**config.mk**
```make
export PLATFORM = sky130hd
export DESIGN_NAME = spindle_duty_ramp_controller_flat
export DESIGN_NICKNAME = d
export VERILOG_FILES = /design/src/spdr_pkg.sv /design/src/spdr_if.sv /design/src/spdr_cfg.sv /design/src/spdr_step.sv /design/src/spindle_duty_ramp_controller.sv /design/src/flat_wrapper.sv
export VERILOG_INCLUDE_DIRS = /design/src /design/src/src
export SDC_FILE = /design/constraint.sdc
export NUM_CORES = 1
export LEC_CHECK = 0
export ABC_AREA = 1
export BUFFER_PORTS_ARGS = -buffer_cell sky130_fd_sc_hd__clkbuf_2
export CAP_MARGIN = 5
export CORE_AREA = 2 2 139 195
export DETAILED_ROUTE_END_ITERATION = 10
export DIE_AREA = 0 0 141 197
export PLACE_DENSITY_LB_ADDON = 0.3
export SYNTH_ARGS = -nofsm -noshare
export SYNTH_HDL_FRONTEND = slang
export SYNTH_SLANG_ARGS = --single-unit
export TNS_END_PERCENT = 10
```
**constraint.sdc**
```tcl
create_clock -name clk -period 5.5 [get_ports clk]
set_input_delay 1.1 -clock clk [delete_from_list [all_inputs] [get_ports clk]]
set_output_delay 1.1 -clock clk [all_outputs]
set_load 0.02 [all_outputs]
```
**src/spindle_duty_ramp_controller_macros.svh**
```systemverilog
// Assertion macros for the spindle duty ramp controller.
// Included by files that carry concurrent checks; no other dependencies.
`ifndef SPINDLE_DUTY_RAMP_CONTROLLER_MACROS_SVH
`define SPINDLE_DUTY_RAMP_CONTROLLER_MACROS_SVH
`ifndef SYNTHESIS
// same-cycle implication
`define SPDR_ASSERT_IMP(lbl, ck, rst_n, ante, cons, msg) \
	lbl: assert property (@(posedge ck) disable iff (!rst_n) (ante) |-> (cons)) \
		else $error(msg);
// next-cycle implication
`define SPDR_ASSERT_NXT(lbl, ck, rst_n, ante, cons, msg) \
	lbl: assert property (@(posedge ck) disable iff (!rst_n) (ante) |=> (cons)) \
		else $error(msg);
`else
`define SPDR_ASSERT_IMP(lbl, ck, rst_n, ante, cons, msg)
`define SPDR_ASSERT_NXT(lbl, ck, rst_n, ante, cons, msg)
`endif
`endif

```
**src/spdr_pkg.sv**
```systemverilog
// Shared widths, codes and types for the spindle duty ramp controller.
// No dependencies; the other source files apart from the macro header use this package.
package spdr_pkg;

	localparam int DUTY_W     = 12;
	localparam int TICK_W     = 16;
	localparam int PHASE_W    = 3;
	localparam int MODE_W     = 2;
	localparam int DIR_W      = 2;
	localparam int CFG_IDX_W  = 3;
	localparam int CFG_DATA_W = 16;

	localparam int unsigned VSS_LOW_MS_DEF  = 10;
	localparam int unsigned VSS_HIGH_MS_DEF = 1000;

	localparam logic [MODE_W-1:0] MODE_TICK  = 2'd0;
	localparam logic [MODE_W-1:0] MODE_OPEN  = 2'd1;
	localparam logic [MODE_W-1:0] MODE_CLOSE = 2'd2;

	localparam logic [PHASE_W-1:0] PH_OFF  = 3'd0;
	localparam logic [PHASE_W-1:0] PH_MIN  = 3'd1;
	localparam logic [PHASE_W-1:0] PH_MAX  = 3'd2;
	localparam logic [PHASE_W-1:0] PH_HOLD = 3'd3;
	localparam logic [PHASE_W-1:0] PH_DOWN = 3'd4;

	localparam logic [DIR_W-1:0] DIR_BAD   = 2'd3;
	localparam logic [DIR_W-1:0] RELAY_OFF = 2'd3;

	localparam logic [DUTY_W-1:0] DUTY_ONE  = 12'h001;
	localparam logic [DUTY_W-1:0] DUTY_FULL = 12'hFFF;
	localparam logic [TICK_W-1:0] TICK_ONE  = 16'h0001;

	localparam logic [CFG_IDX_W-1:0] REG_DUTY_MIN      = 3'd0;
	localparam logic [CFG_IDX_W-1:0] REG_DUTY_MAX      = 3'd1;
	localparam logic [CFG_IDX_W-1:0] REG_VSS_PERIOD    = 3'd2;
	localparam logic [CFG_IDX_W-1:0] REG_VSS_STEP      = 3'd3;
	localparam logic [CFG_IDX_W-1:0] REG_UP_STEP       = 3'd4;
	localparam logic [CFG_IDX_W-1:0] REG_UP_INTERVAL   = 3'd5;
	localparam logic [CFG_IDX_W-1:0] REG_DOWN_STEP     = 3'd6;
	localparam logic [CFG_IDX_W-1:0] REG_DOWN_INTERVAL = 3'd7;

	typedef struct packed {
		logic [DUTY_W-1:0] duty_min;
		logic [DUTY_W-1:0] duty_max;
		logic [TICK_W-1:0] vss_period;
		logic [DUTY_W-1:0] vss_step;
		logic [DUTY_W-1:0] up_step;
		logic [TICK_W-1:0] up_interval;
		logic [DUTY_W-1:0] down_step;
		logic [TICK_W-1:0] down_interval;
	} cfg_t;

	typedef struct packed {
		logic [DUTY_W-1:0]  duty;
		logic [PHASE_W-1:0] phase;
		logic [TICK_W-1:0]  tick;
		logic               swing_down;
		logic               swing_on;
		logic [DIR_W-1:0]   relay;
	} state_t;

	typedef struct packed {
		logic [DUTY_W-1:0]  duty;
		logic               pwm_on;
		logic [DIR_W-1:0]   relay_bits;
		logic               running;
		logic [PHASE_W-1:0] phase;
		logic               refused;
	} res_t;

endpackage

```
**src/spdr_if.sv**
```systemverilog
// Request and result channel interfaces for the spindle duty ramp controller.
// Depends on spdr_pkg for field widths.
interface spdr_in_if;
	logic                          valid;
	logic                          ready;
	logic [spdr_pkg::MODE_W-1:0]   mode;
	logic [spdr_pkg::DIR_W-1:0]    direction;

	modport source (output valid, output mode, output direction, input ready);
	modport sink (input valid, input mode, input direction, output ready);
endinterface

interface spdr_out_if;
	logic                          valid;
	logic                          ready;
	logic [spdr_pkg::DUTY_W-1:0]   duty;
	logic                          pwm_on;
	logic [spdr_pkg::DIR_W-1:0]    relay_bits;
	logic                          running;
	logic [spdr_pkg::PHASE_W-1:0]  phase;
	logic                          refused;

	modport source (output valid, output duty, output pwm_on, output relay_bits,
		output running, output phase, output refused, input ready);
	modport sink (input valid, input duty, input pwm_on, input relay_bits,
		input running, input phase, input refused, output ready);
endinterface

```
**src/spdr_cfg.sv**
```systemverilog
// Configuration register bank: eight write-only registers with reset values.
// Depends on spdr_pkg.
module spdr_cfg (
	input  logic                           clk,
	input  logic                           arst_n,
	input  logic                           cfg_we,
	input  logic [spdr_pkg::CFG_IDX_W-1:0]  cfg_idx,
	input  logic [spdr_pkg::CFG_DATA_W-1:0] cfg_wdata,
	output spdr_pkg::cfg_t                 cfg
);
	import spdr_pkg::*;

	cfg_t cfg_q;

	always_ff @(posedge clk or negedge arst_n) begin
		if (!arst_n) begin
			cfg_q.duty_min      <= '0;
			cfg_q.duty_max      <= DUTY_FULL;
			cfg_q.vss_period    <= '0;
			cfg_q.vss_step      <= DUTY_ONE;
			cfg_q.up_step       <= DUTY_ONE;
			cfg_q.up_interval   <= TICK_ONE;
			cfg_q.down_step     <= DUTY_ONE;
			cfg_q.down_interval <= TICK_ONE;
		end else if (cfg_we) begin
			case (cfg_idx)
				REG_DUTY_MIN:      cfg_q.duty_min      <= cfg_wdata[DUTY_W-1:0];
				REG_DUTY_MAX:      cfg_q.duty_max      <= cfg_wdata[DUTY_W-1:0];
				REG_VSS_PERIOD:    cfg_q.vss_period    <= cfg_wdata[TICK_W-1:0];
				REG_VSS_STEP:      cfg_q.vss_step      <= cfg_wdata[DUTY_W-1:0];
				REG_UP_STEP:       cfg_q.up_step       <= cfg_wdata[DUTY_W-1:0];
				REG_UP_INTERVAL:   cfg_q.up_interval   <= cfg_wdata[TICK_W-1:0];
				REG_DOWN_STEP:     cfg_q.down_step     <= cfg_wdata[DUTY_W-1:0];
				REG_DOWN_INTERVAL: cfg_q.down_interval <= cfg_wdata[TICK_W-1:0];
				default: ;
			endcase
		end
	end

	assign cfg = cfg_q;

endmodule

```
**src/spdr_step.sv**
```systemverilog
// Next-state and result logic for one request of the duty sequencer.
// Purely combinational; depends on spdr_pkg.
module spdr_step #(
	parameter int unsigned VSS_LOW_MS  = spdr_pkg::VSS_LOW_MS_DEF,
	parameter int unsigned VSS_HIGH_MS = spdr_pkg::VSS_HIGH_MS_DEF
) (
	input  spdr_pkg::cfg_t                 cfg,
	input  spdr_pkg::state_t               cur,
	input  logic [spdr_pkg::MODE_W-1:0]    mode,
	input  logic [spdr_pkg::DIR_W-1:0]     direction,
	output spdr_pkg::state_t               nxt,
	output spdr_pkg::res_t                 res
);
	import spdr_pkg::*;

	logic [DUTY_W-1:0] up1, down1, base, climb_min, climb_max, dn_duty;
	logic [DUTY_W-1:0] sw_dn, sw_up;
	logic [DUTY_W:0]   up_sum, sw_sum;
	logic [TICK_W-1:0] upi1, dni1, tick_inc;
	logic              vss_ok, up_done, dn_done, vss_done, sd_new, refused;
	state_t            rtm, rtmax, rdn;

	// zero up/down step or interval behaves as one
	assign up1   = (cfg.up_step == '0) ? DUTY_ONE : cfg.up_step;
	assign down1 = (cfg.down_step == '0) ? DUTY_ONE : cfg.down_step;
	assign upi1  = (cfg.up_interval == '0) ? TICK_ONE : cfg.up_interval;
	assign dni1  = (cfg.down_interval == '0) ? TICK_ONE : cfg.down_interval;

	// an open restarts from zero duty
	assign base      = (mode == MODE_OPEN) ? '0 : cur.duty;
	assign up_sum    = {1'b0, base} + {1'b0, up1};
	assign climb_min = (up_sum > {1'b0, cfg.duty_min}) ? cfg.duty_min : up_sum[DUTY_W-1:0];
	assign climb_max = (up_sum > {1'b0, cfg.duty_max}) ? cfg.duty_max : up_sum[DUTY_W-1:0];
	assign dn_duty   = (cur.duty > down1) ? cur.duty - down1 : '0;

	assign vss_ok = (cfg.vss_period > TICK_W'(VSS_LOW_MS)) &&
		(cfg.vss_period < TICK_W'(VSS_HIGH_MS));

	assign tick_inc = cur.tick + TICK_ONE;
	assign up_done  = tick_inc >= upi1;
	assign dn_done  = tick_inc >= dni1;
	assign vss_done = tick_inc >= cfg.vss_period;

	// swing turns at the limits, otherwise keeps its direction
	assign sd_new = (cur.duty >= cfg.duty_max) ? 1'b1 :
		(cur.duty <= cfg.duty_min) ? 1'b0 : cur.swing_down;
	assign sw_dn  = (cur.duty > cfg.vss_step) ? cur.duty - cfg.vss_step : '0;
	assign sw_sum = {1'b0, cur.duty} + {1'b0, cfg.vss_step};
	assign sw_up  = sw_sum[DUTY_W] ? DUTY_FULL : sw_sum[DUTY_W-1:0];

	// ramp towards duty_min, falling through to the next phase when there
	always_comb begin
		rtm            = cur;
		rtm.duty       = base;
		rtm.tick       = '0;
		rtm.swing_on   = 1'b0;
		rtm.swing_down = 1'b0;
		if (base < cfg.duty_min) begin
			rtm.duty  = climb_min;
			rtm.phase = PH_MIN;
		end else if (vss_ok) begin
			rtm.phase    = PH_HOLD;
			rtm.swing_on = 1'b1;
		end else if (base < cfg.duty_max) begin
			rtm.duty  = climb_max;
			rtm.phase = PH_MAX;
		end else begin
			rtm.phase = PH_HOLD;
		end
	end

	always_comb begin
		rtmax      = cur;
		rtmax.tick = '0;
		if (cur.duty < cfg.duty_max) begin
			rtmax.duty = climb_max;
		end else begin
			rtmax.phase    = PH_HOLD;
			rtmax.swing_on = 1'b0;
		end
	end

	always_comb begin
		rdn          = cur;
		rdn.phase    = PH_DOWN;
		rdn.swing_on = 1'b0;
		rdn.tick     = '0;
		if (cur.duty != '0) begin
			rdn.duty = dn_duty;
		end else begin
			rdn.phase = PH_OFF;
			rdn.relay = RELAY_OFF;
		end
	end

	always_comb begin
		nxt     = cur;
		refused = 1'b0;
		case (mode)
			MODE_TICK: begin
				case (cur.phase)
					PH_MIN: begin
						if (up_done) nxt = rtm;
						else nxt.tick = tick_inc;
					end
					PH_MAX: begin
						if (up_done) nxt = rtmax;
						else nxt.tick = tick_inc;
					end
					PH_HOLD: begin
						if (cur.swing_on) begin
							if (vss_done) begin
								nxt.tick       = '0;
								nxt.swing_down = sd_new;
								nxt.duty       = sd_new ? sw_dn : sw_up;
							end else begin
								nxt.tick = tick_inc;
							end
						end
					end
					PH_DOWN: begin
						if (dn_done) nxt = rdn;
						else nxt.tick = tick_inc;
					end
					default: ;
				endcase
			end
			MODE_OPEN: begin
				if (direction == DIR_BAD || cur.phase != PH_OFF) begin
					refused = 1'b1;
				end else begin
					nxt       = rtm;
					nxt.relay = direction;
				end
			end
			MODE_CLOSE: begin
				if (cur.phase != PH_OFF && cur.phase != PH_DOWN) nxt = rdn;
			end
			default: ;
		endcase
	end

	assign res.duty       = nxt.duty;
	assign res.pwm_on     = nxt.phase != PH_OFF;
	assign res.relay_bits = nxt.relay;
	assign res.running    = nxt.phase != PH_OFF;
	assign res.phase      = nxt.phase;
	assign res.refused    = refused;

endmodule

```
**src/spindle_duty_ramp_controller.sv**
```systemverilog
// Top level of the spindle PWM duty sequencer: request register, step logic, result register.
// Depends on spdr_pkg, spdr_if, spdr_cfg, spdr_step and the assertion macro header.
`include "spindle_duty_ramp_controller_macros.svh"
// Usage
// - in_ch carries one request per event: mode 0 is a millisecond tick, 1 opens the
//   spindle with a relay direction, 2 closes it. Each request yields exactly one
//   result on out_ch: duty, PWM enable, relay levels, running flag, phase and
//   whether an open was refused.
// - Config registers are written through cfg_we/cfg_idx/cfg_wdata, one per cycle,
//   and must only change while no request is in flight.
// - A request taken from in_ch is held in the request register, evaluated by the
//   step logic and registered as a valid result once the result stage can advance.
// - Throughput: one request per cycle while out_ch is not stalled. The sequencer
//   state feeds back through a single step of compare/add logic, so each request
//   sees the state left by the one before it.
// - A stalled out_ch keeps its result; the request register still takes one more
//   request, after which in_ch.ready drops until the result is taken.
// - Reset (arst_n low) empties both stages, loads the register defaults and puts
//   the spindle in the off phase: duty 0, relays both high.
module spindle_duty_ramp_controller #(
	parameter int unsigned VSS_LOW_MS  = spdr_pkg::VSS_LOW_MS_DEF,
	parameter int unsigned VSS_HIGH_MS = spdr_pkg::VSS_HIGH_MS_DEF
) (
	input  logic                           clk,
	input  logic                           arst_n,
	input  logic                           cfg_we,
	input  logic [spdr_pkg::CFG_IDX_W-1:0]  cfg_idx,
	input  logic [spdr_pkg::CFG_DATA_W-1:0] cfg_wdata,
	spdr_in_if.sink                        in_ch,
	spdr_out_if.source                     out_ch
);
	import spdr_pkg::*;

	cfg_t              cfg;
	state_t            state_q, nxt_state;
	res_t              nxt_res, res_s2;
	logic              v_s1, v_s2, adv2, adv_s1, in_acc;
	logic [MODE_W-1:0] mode_s1;
	logic [DIR_W-1:0]  dir_s1;

	spdr_cfg u_cfg (
		.clk       (clk),
		.arst_n    (arst_n),
		.cfg_we    (cfg_we),
		.cfg_idx   (cfg_idx),
		.cfg_wdata (cfg_wdata),
		.cfg       (cfg)
	);

	spdr_step #(
		.VSS_LOW_MS  (VSS_LOW_MS),
		.VSS_HIGH_MS (VSS_HIGH_MS)
	) u_step (
		.cfg       (cfg),
		.cur       (state_q),
		.mode      (mode_s1),
		.direction (dir_s1),
		.nxt       (nxt_state),
		.res       (nxt_res)
	);

	assign adv2        = !v_s2 || out_ch.ready;
	assign adv_s1      = v_s1 && adv2;
	assign in_ch.ready = !v_s1 || adv2;
	assign in_acc      = in_ch.valid && in_ch.ready;

	always_ff @(posedge clk or negedge arst_n) begin
		if (!arst_n) begin
			v_s1 <= 1'b0;
			v_s2 <= 1'b0;
		end else begin
			if (in_acc) v_s1 <= 1'b1;
			else if (adv_s1) v_s1 <= 1'b0;
			if (adv2) v_s2 <= v_s1;
		end
	end

	always_ff @(posedge clk) begin
		if (in_acc) begin
			mode_s1 <= in_ch.mode;
			dir_s1  <= in_ch.direction;
		end
		if (adv_s1) res_s2 <= nxt_res;
	end

	// sequencer state moves only when its request is handed to the result stage
	always_ff @(posedge clk or negedge arst_n) begin
		if (!arst_n) begin
			state_q.duty       <= '0;
			state_q.phase      <= PH_OFF;
			state_q.tick       <= '0;
			state_q.swing_down <= 1'b0;
			state_q.swing_on   <= 1'b0;
			state_q.relay      <= RELAY_OFF;
		end else if (adv_s1) begin
			state_q <= nxt_state;
		end
	end

	assign out_ch.valid      = v_s2;
	assign out_ch.duty       = res_s2.duty;
	assign out_ch.pwm_on     = res_s2.pwm_on;
	assign out_ch.relay_bits = res_s2.relay_bits;
	assign out_ch.running    = res_s2.running;
	assign out_ch.phase      = res_s2.phase;
	assign out_ch.refused    = res_s2.refused;

	`SPDR_ASSERT_IMP(a_off_relays, clk, arst_n, (state_q.phase == PH_OFF), (state_q.relay == RELAY_OFF), "relays driven while spindle off")
	`SPDR_ASSERT_IMP(a_swing_hold, clk, arst_n, state_q.swing_on, (state_q.phase == PH_HOLD), "swing active outside hold phase")
	`SPDR_ASSERT_NXT(a_refused_keep, clk, arst_n, (adv_s1 && nxt_res.refused), ($stable(state_q.phase) && $stable(state_q.duty)), "refused open changed state")

endmodule
```
**src/flat_wrapper.sv**
```systemverilog
// flat-port wrapper written by rule: the top's interface ports become plain ports
module spindle_duty_ramp_controller_flat import spdr_pkg::*;
#(
	parameter int unsigned VSS_LOW_MS  = spdr_pkg::VSS_LOW_MS_DEF,
	parameter int unsigned VSS_HIGH_MS = spdr_pkg::VSS_HIGH_MS_DEF
)
  (clk, arst_n, cfg_we, cfg_idx, cfg_wdata, in_ch_valid, in_ch_mode, in_ch_direction, in_ch_ready, out_ch_valid, out_ch_duty, out_ch_pwm_on, out_ch_relay_bits, out_ch_running, out_ch_phase, out_ch_refused, out_ch_ready);
  spdr_in_if in_ch_i ();
  spdr_out_if out_ch_i ();
  input  logic clk;
  input  logic arst_n;
  input  logic cfg_we;
  input  logic [spdr_pkg::CFG_IDX_W-1:0] cfg_idx;
  input  logic [spdr_pkg::CFG_DATA_W-1:0] cfg_wdata;
  input wire logic [$bits(in_ch_i.valid)-1:0] in_ch_valid;
  input wire logic [$bits(in_ch_i.mode)-1:0] in_ch_mode;
  input wire logic [$bits(in_ch_i.direction)-1:0] in_ch_direction;
  output wire logic [$bits(in_ch_i.ready)-1:0] in_ch_ready;
  output wire logic [$bits(out_ch_i.valid)-1:0] out_ch_valid;
  output wire logic [$bits(out_ch_i.duty)-1:0] out_ch_duty;
  output wire logic [$bits(out_ch_i.pwm_on)-1:0] out_ch_pwm_on;
  output wire logic [$bits(out_ch_i.relay_bits)-1:0] out_ch_relay_bits;
  output wire logic [$bits(out_ch_i.running)-1:0] out_ch_running;
  output wire logic [$bits(out_ch_i.phase)-1:0] out_ch_phase;
  output wire logic [$bits(out_ch_i.refused)-1:0] out_ch_refused;
  input wire logic [$bits(out_ch_i.ready)-1:0] out_ch_ready;
  assign in_ch_i.valid = in_ch_valid;
  assign in_ch_i.mode = in_ch_mode;
  assign in_ch_i.direction = in_ch_direction;
  assign in_ch_ready = in_ch_i.ready;
  assign out_ch_valid = out_ch_i.valid;
  assign out_ch_duty = out_ch_i.duty;
  assign out_ch_pwm_on = out_ch_i.pwm_on;
  assign out_ch_relay_bits = out_ch_i.relay_bits;
  assign out_ch_running = out_ch_i.running;
  assign out_ch_phase = out_ch_i.phase;
  assign out_ch_refused = out_ch_i.refused;
  assign out_ch_i.ready = out_ch_ready;
  spindle_duty_ramp_controller #(.VSS_LOW_MS(VSS_LOW_MS), .VSS_HIGH_MS(VSS_HIGH_MS)) u_core (.clk(clk), .arst_n(arst_n), .cfg_we(cfg_we), .cfg_idx(cfg_idx), .cfg_wdata(cfg_wdata), .in_ch(in_ch_i), .out_ch(out_ch_i));
endmodule
```
==> summary.txt, run 1 <==
Timing
  – Tcrit/Tclk final: 91.8%
  – Hold Slack: about 0.5 ns
  – Clock Skew: 0.0118 ns
  – Fmax: 0.198 GHz
  – Fin. Hold Viols: 0
  – Final max-slew violation count: 0
  – Final worst-path setup slack: 0.448 ns
  – Post-route minimum period: 5.05 ns
  – Slew HR: 36.0%
  – Setup TNS: 0 ns
  – RSZ-0062 raised after global routing: false
  – Final setup violating endpoints: 0
  – Worst-Margin Slew: 0.957 ns

Critical path
  – Worst path required time: 5.69 ns
  – Crit Path Max Fanout: 16
  – Crit path buf inv count: 4
  – Crit Path Class: reg2reg
  – Cell chain of the critical path: inv_1 > nor2_1 > ha_1 > a21o_1 > a21boi_0 > nand3_1 > nand2_1 > nand2_1 > inv_1 > ha_1 > nand2_1 > inv_1 > a221oi_1 > nand2_1 > nand2_1 > nand2_2 > inv_1 > o21ai_0 > o21ai_0 > o211ai_1 > a21oi_1 > a21oi_1
  – Worst Path Arrival: 5.25 ns
  – Most Frequent Cell on Critical Path: nand2_1
  – Critical Path Sink Type: register
  – Worst Setup Start Kind: register
  – Crit path max-delay family: compound AO/OA/AOI/OAI gates
  – Slowest stage delay, CP: ~0.74 ns
  – Slowest cell on crit path: dfrtp_1

Floorplan
  – Number of I/O pins: 50
  – Initial Utilization: 54.4%
  – Chip Width: 141 um
  – Die ar.: 27800 um2
  – Placement Rows: 70
  – Die Ht: around 200 um
  – Core Box Area: ~26000 um2

Layout
  – Final core utilization: 58.9%
  – Area Overhead vs Synth: 8.19%
  – Final Cell Area: 15300 um2
  – Antenna fix cells: 0
  – Non-filler cells, final: 2321
  – Nets: 2188
  – Layout cells sized above 1: 9.11%

Place
  – Post-DP HPWL: about 38000 um
  – Port buffer count: around 50
  – Gpl congestion: ~0.99
  – Cell Area, Placed: 14700 um2
  – Inst Count DP: 2289
  – Place WS: approximately 0.44 ns

Drt
  – Initial drt markers: 1216
  – Drt wl/cell: slightly above 20 um
  – Vias: 13800
  – 1st-pass router iterations: 5
  – Via density: ~6
  – Wirelength, routed: 48200 um
  – Met1 Routed Length: around 18000 um
  – DRC: 0
  – Uppermost layer routed: met4
  – Met3 WL: 2690 um
  – Met2 Wirelength: 23000 um
  – Routed Antenna Nets: 0

Pwr
  – Sequential Power Share: 22.0%
  – Sw frac: 53.5%
  – Internal: about 3.9 mW
  – Total power: 8.43 mW
  – Clock Power Share: 14.3%
  – P_sw: approximately 4.5 mW
  – Combinational Power Share: 63.6%
  – Peak supply drop: approximately 310 uV
  – PD cells: between 500 and 600 nW/um2
  – Pleak: roughly 8 nW

Clock tree
  – Max H-tree Level: 4
  – Maximum clock path buffer count: 2
  – CTS tree: built
  – Clock Tree Root: clkbuf_16
  – Skew-Pair Late Insertion Delay: around 0.45 ns
  – # clock sinks: 168
  – CTS-repair resized insts: 0
  – Clock transition at path regs: 0.07 ns
  – Post-CTS setup buffer count: 0
  – CTS buffer count: 17
  – Post-CTS Hold Fix Bufs: 0

Global route
  – Largest net degree at the start of global routing: 56
  – Initial antenna violation count: 0
  – First-pass GRT wire length: 74000 um
  – GR Overflow Total: 0
  – Total GRT Usage: 35.2%
  – Vias in the first global route: about 13000

Logic synthesis
  – Syn avg cell area: ~7.3 um2
  – Net Count, Synth: 2153
  – Yosys cell types: 63
  – Synth Warn #: 0
  – Main synth FF type: dfrtp_1
  – Post-synth EDFFs: 23
  – Post-synthesis sequential area ratio: between 30% and 40%
  – Synthesized instance count: 1949
  – Async SR Flop Fraction: between 80% and 90%
  – #FFs+latches synth: 168
  – Post-synthesis cell area: 14200 um2

Min path
  – Worst Hold Class: reg2reg

Outcome
  – Status: completed

Flow run
  – MaxCap Viol Count: 0
==> registers in the layout (all words and copies together), names as in the netlist <==
signal,flops
u_core.u_cfg.cfg,108
u_core.state_q,35
u_core.out_ch.duty,12
u_core.out_ch.phase,3
u_core.dir_s1,2
u_core.mode_s1,2
u_core.out_ch.relay_bits,2
u_core.out_ch.pwm_on,1
u_core.out_ch.refused,1
u_core.out_ch.valid,1
u_core.v_s1,1
==> worst paths after layout <==
path,from,endpoint,slack [ns],cells after the start
max,u_core.state_q[31],u_core.out_ch.duty[2],0.45,22
min reg2reg,u_core.u_cfg.cfg[105],u_core.u_cfg.cfg[105],0.49,2
min in group asynchronous,arst_n,u_core.state_q[24],0.64,1
min,u_core.u_cfg.cfg[105],u_core.u_cfg.cfg[105],0.49,2
max reg2reg,u_core.state_q[31],u_core.out_ch.duty[2],0.45,22
max in group asynchronous,arst_n,u_core.state_q[14],3.70,2
==> metal layers <==
layer / track usage [%] / up-vias
met5: 0 / -
met4: 28.7 / 0
met3: 5.56 / 194
met2: 60.2 / 581
met1: 38.3 / 6446
li1: - / 6575
==> power by group through the flow <==
stage,Sequential [mW],Clock (mW),Combinational [mW]
after floorplan,1.82,0,3.72
after global placement,1.86,0,5.15
after detailed placement,1.87,0,5.22
after CTS,1.85,1.22,5.25
after global routing,1.88,1.27,5.94
final,1.86,1.21,5.37
==> cells by family (layout without fill, tap and decap cells) <==
family                     count (synthesis)  after routing  share of synthesized area (%)
AOI/OAI and AO/OA                        448            448                           18.1
xor gates and xnor gates                  44             44                           2.78
buffers and inverters                    357            405                           9.75
adders and majority gates                176            176                           15.8
and+or+nand+nor                          756            756                           22.9
DFF                                      168            168                           30.7
==> cell usage in the layout (no fill, tap or decap), types with 6 or more instances in the layout <==
cell type  synthesis  routed
o21ai_1           16      16
nand2_2            6       6
inv_2             16      16
o22ai_2            7       7
o21ai_0          190     190
nand2_1          458     458
o211ai_1          15      15
ha_1             172     171
nand4_1           36      36
dfstp_2           19      19
o21a_1             7       7
nor4_1            14      14
dfrtp_1          126     126
buf_4              3      22
a22oi_1           12      12
inv_1            282     282
nor3_1            16      15
clkbuf_2           0      48
xor2_1            39      39
nand3_1          103     103
clkbuf_16          0      17
a21oi_1          152     152
a31oi_1            9       9
nor2_1           102     102
edfxtp_1          23      23
==> cell type report <==
type,instances,area (um2)
inverters,302,1130
multi-input cells,1424,8440
clock buffers,19,443
flip-flops and latches,168,4340
clock inverters,13,133
fillers,2431,10700
well taps,324,405
repair buffers,71,417
==> worst min-delay path: stages (launching register included) <==
cell     delay, ns
dfrtp_1       0.34
nand2_1       0.05
o21ai_0       0.06
==> synth_stat cells, types with 15 or more instances <==
| library cell | count | area (um2) |
|---|---|---|
| clkbuf_1 | 39 | 146 |
| o21ai_1 | 16 | 80.1 |
| nor2_1 | 102 | 383 |
| nor3_1 | 16 | 80.1 |
| inv_2 | 16 | 60.1 |
| ha_1 | 172 | 2150 |
| a21oi_1 | 152 | 761 |
| inv_1 | 282 | 1060 |
| o21ai_0 | 190 | 951 |
| nand3_1 | 103 | 515 |
| edfxtp_1 | 23 | 691 |
| dfstp_2 | 19 | 499 |
| dfrtp_1 | 126 | 3150 |
| xor2_1 | 39 | 342 |
| o211ai_1 | 15 | 113 |
| nand2_1 | 458 | 1720 |
| nand4_1 | 36 | 225 |
(Power assumes the default switching activity.)
==> run 2: changes to the inputs <==
--- a/config.mk
+++ b/config.mk
@@ -7,7 +7,7 @@
 export NUM_CORES = 1
 export LEC_CHECK = 0
 export ABC_AREA = 1
-export BUFFER_PORTS_ARGS = -buffer_cell sky130_fd_sc_hd__clkbuf_2
+export BUFFER_PORTS_ARGS = -buffer_cell sky130_fd_sc_hd__buf_4
 export CAP_MARGIN = 5
 export CORE_AREA = 2 2 139 195
 export DETAILED_ROUTE_END_ITERATION = 10
==> run 2 against run 1 <==
- first-iteration DRC count down 9.9%
- sequential share of layout area shrank 0.25 points
- clock-buffer cell count fell by 1
- largest cell class unchanged
==> summary.txt, run 2 (synthesis gave the netlist of run 1 again) <==
Outcome
  – Status: completed

Drt
  – Via density: 5.93 (-0.30%)
  – Drt wl/cell: 20.5 um (-1.3%)
  – 1st-pass router iterations: 8 (+3)
  – Vias: 13800 (-0.25%)
  – Routed Antenna Nets: 0 (unchanged)
  – DRC: 0 (unchanged)
  – Initial drt markers: 1096 (-9.9%)
  – Wirelength, routed: 47600 um (-1.3%)

Clock tree
  – Max H-tree Level: 4 (unchanged)
  – Clock Tree Root: clkbuf_16
  – CTS tree: built
  – # clock sinks: 168 (unchanged)
  – CTS buffer count: 17 (unchanged)
  – CTS-repair resized insts: 0 (unchanged)
  – Skew-Pair Late Insertion Delay: 0.46 ns (about the same)
  – Maximum clock path buffer count: 2 (unchanged)
  – Post-CTS Hold Fix Bufs: 0 (unchanged)
  – Clock transition at path regs: 0.07 ns (about the same)
  – Post-CTS setup buffer count: 0 (unchanged)

Floorplan
  – Initial Utilization: 54.4% (unchanged)
  – Core Box Area: 26000 um2 (unchanged)
  – Chip Width: 141 um (unchanged)
  – Placement Rows: 70 (unchanged)
  – Die Ht: 197 um (unchanged)
  – Die ar.: 27800 um2 (unchanged)
  – Number of I/O pins: 50 (unchanged)

Flow run
  – MaxCap Viol Count: 0 (unchanged)

Layout
  – Leading cell type in the layout, fill and taps excluded: nand2_1
  – Area Overhead vs Synth: 9.13%
  – Layout cells sized above 1: 9.21% (+0.096 points)
  – Antenna fix cells: 0 (unchanged)
  – Largest register FFs: 108 (unchanged)
  – Most frequent cells in the layout: nand2_1, inv_1, o21ai_0
  – Nets: 2189 (+0.046%)

Global route
  – First-pass GRT wire length: 74200 um (+0.17%)
  – GR Overflow Total: 0 (unchanged)
  – Total GRT Usage: 35.1% (-0.037 points)
  – Initial antenna violation count: 0 (unchanged)
  – Vias in the first global route: 13500 (+0.58%)
  – Largest net degree at the start of global routing: 76 (+36%)

Timing
  – Setup TNS: 0 ns (unchanged)
  – Hold Slack: 0.486 ns (-0.00200 ns)
  – Clock Skew: 0.0166 ns (+0.00477 ns)
  – Worst-Margin Slew: 0.978 ns (+0.0204 ns)
  – Fmax: 0.199 GHz (+0.58%)
  – Post-route minimum period: 5.02 ns (-0.0293 ns)
  – Fin. Hold Viols: 0 (unchanged)
  – Final setup violating endpoints: 0 (unchanged)
  – Final worst-path setup slack: 0.478 ns (+0.0293 ns)
  – Tcrit/Tclk final: 91.3% (-0.53 points)
  – Slew HR: 34.7% (-1.4 points)
  – Final max-slew violation count: 0 (unchanged)
  – RSZ-0062 raised after global routing: false

Critical path
  – Worst Setup Start Kind: register
  – Crit Path Class: reg2reg
  – Crit Path Max Fanout: 7 (-9)
  – Critical Path Sink Type: register
  – Worst Path Arrival: 5.21 ns (-0.04 ns)
  – Worst path required time: 5.68 ns (about the same)

Place
  – Gpl congestion: 0.995 (+0.18%)
  – Port buffer count: 49 (unchanged)
  – Post-DP HPWL: 37800 um (-0.32%)
  – Place WS: 0.437 ns (+0.00172 ns)

Pwr
  – Peak supply drop: 261 uV (-15%)
  – P_sw: 4.55 mW (+0.91%)
  – Combinational Power Share: 64.3% (+0.7 points)
  – PD cells: 549 nW/um2 (-0.29%)
  – Total power: 8.48 mW (+0.58%)
  – Sw frac: 53.6% (+0.18 points)
  – Sequential Power Share: 21.4% (-0.6 points)
  – Pleak: 7.86 nW (+0.52%)
  – Clock Power Share: 14.2% (about the same)
  – Internal: 3.93 mW (+0.20%)

Min path
  – Worst Hold Class: reg2reg
==> run 2: cell count changes in the layout (fill, tap and decap cells not counted), sizes merged <==
cell,delta
buf,+49
bufinv,-1
clkbuf,-49
clkinvlp,-1
inv,+3
==> run 2: final cells by class <==
class	count	area (um2)
multi-input combinational	1424	8440
sequential	168	4340
timing repair buffer	72	544
inverter	302	1130
clock inverter	14	143
tap	324	405
clock buffer	18	439
fill	2439	10600
==> run 2: final timing paths <==
path                                       startpoint                    end  slack, ns  depth (start not counted)
worst max-delay path                u_core.state_q[4]  u_core.out_ch.duty[9]       0.48                         21
worst min-delay path            u_core.u_cfg.cfg[106]  u_core.u_cfg.cfg[106]       0.49                          2
worst max register to register      u_core.state_q[4]  u_core.out_ch.duty[9]       0.48                         21
worst min register to register  u_core.u_cfg.cfg[106]  u_core.u_cfg.cfg[106]       0.49                          2
max in group asynchronous                      arst_n   u_core.u_cfg.cfg[91]       3.77                          2
min in group asynchronous                      arst_n      u_core.state_q[3]       0.66                          1
==> run 2: through the flow <==
stage | util (%) | area [um2] | cells
final | 59.4 | 15400 | 2322
after global routing | 59.4 | 15400 | 2322
after CTS | 59.4 | 15400 | 2322
after detailed placement | 57.1 | 14900 | 2290
after global placement | 57.1 | 14900 | 2290
after floorplan | - | 14200 | 1949
==> run 2: worst max-delay path, stage by stage, from the launching register on <==
cell	delay (ns)
dfrtp_1	0.54
nand3_2	0.14
inv_1	0.09
nand3_1	0.13
nor4_1	0.29
inv_1	0.12
nor2_1	0.22
nand2_1	0.10
nor2_1	0.13
a21oi_1	0.08
nor2_1	0.45
ha_1	0.35
a21oi_1	0.12
o21ai_0	0.08
a21oi_1	0.31
nand3_2	0.34
o21ai_1	0.37
clkinv_1	0.38
nand3_1	0.21
nand4_1	0.14
nand2_1	0.08
o21ai_0	0.08
==> run 2: metal layers <==
metal	share of wire, %	wire [um]	GRT usage [%]	up-vias
li1	-	-	-	6595
met1	37	17500	38.1	6420
met2	47	22600	59.1	547
met3	5.6	2670	5.93	199
met4	10	4840	30.7	0
met5	0	0	0	-
==> run 2: power groups by stage <==
stage          combinational [mW]  clock [mW]  sequential, mW
3_5_place_dp                 5.32           0            1.83
5_1_grt                      6.05        1.26            1.85
3_3_place_gp                 5.24           0            1.83
4_1_cts                      5.35        1.21            1.81
2_1_floorplan                3.72           0            1.82
6_report                     5.45        1.21            1.82
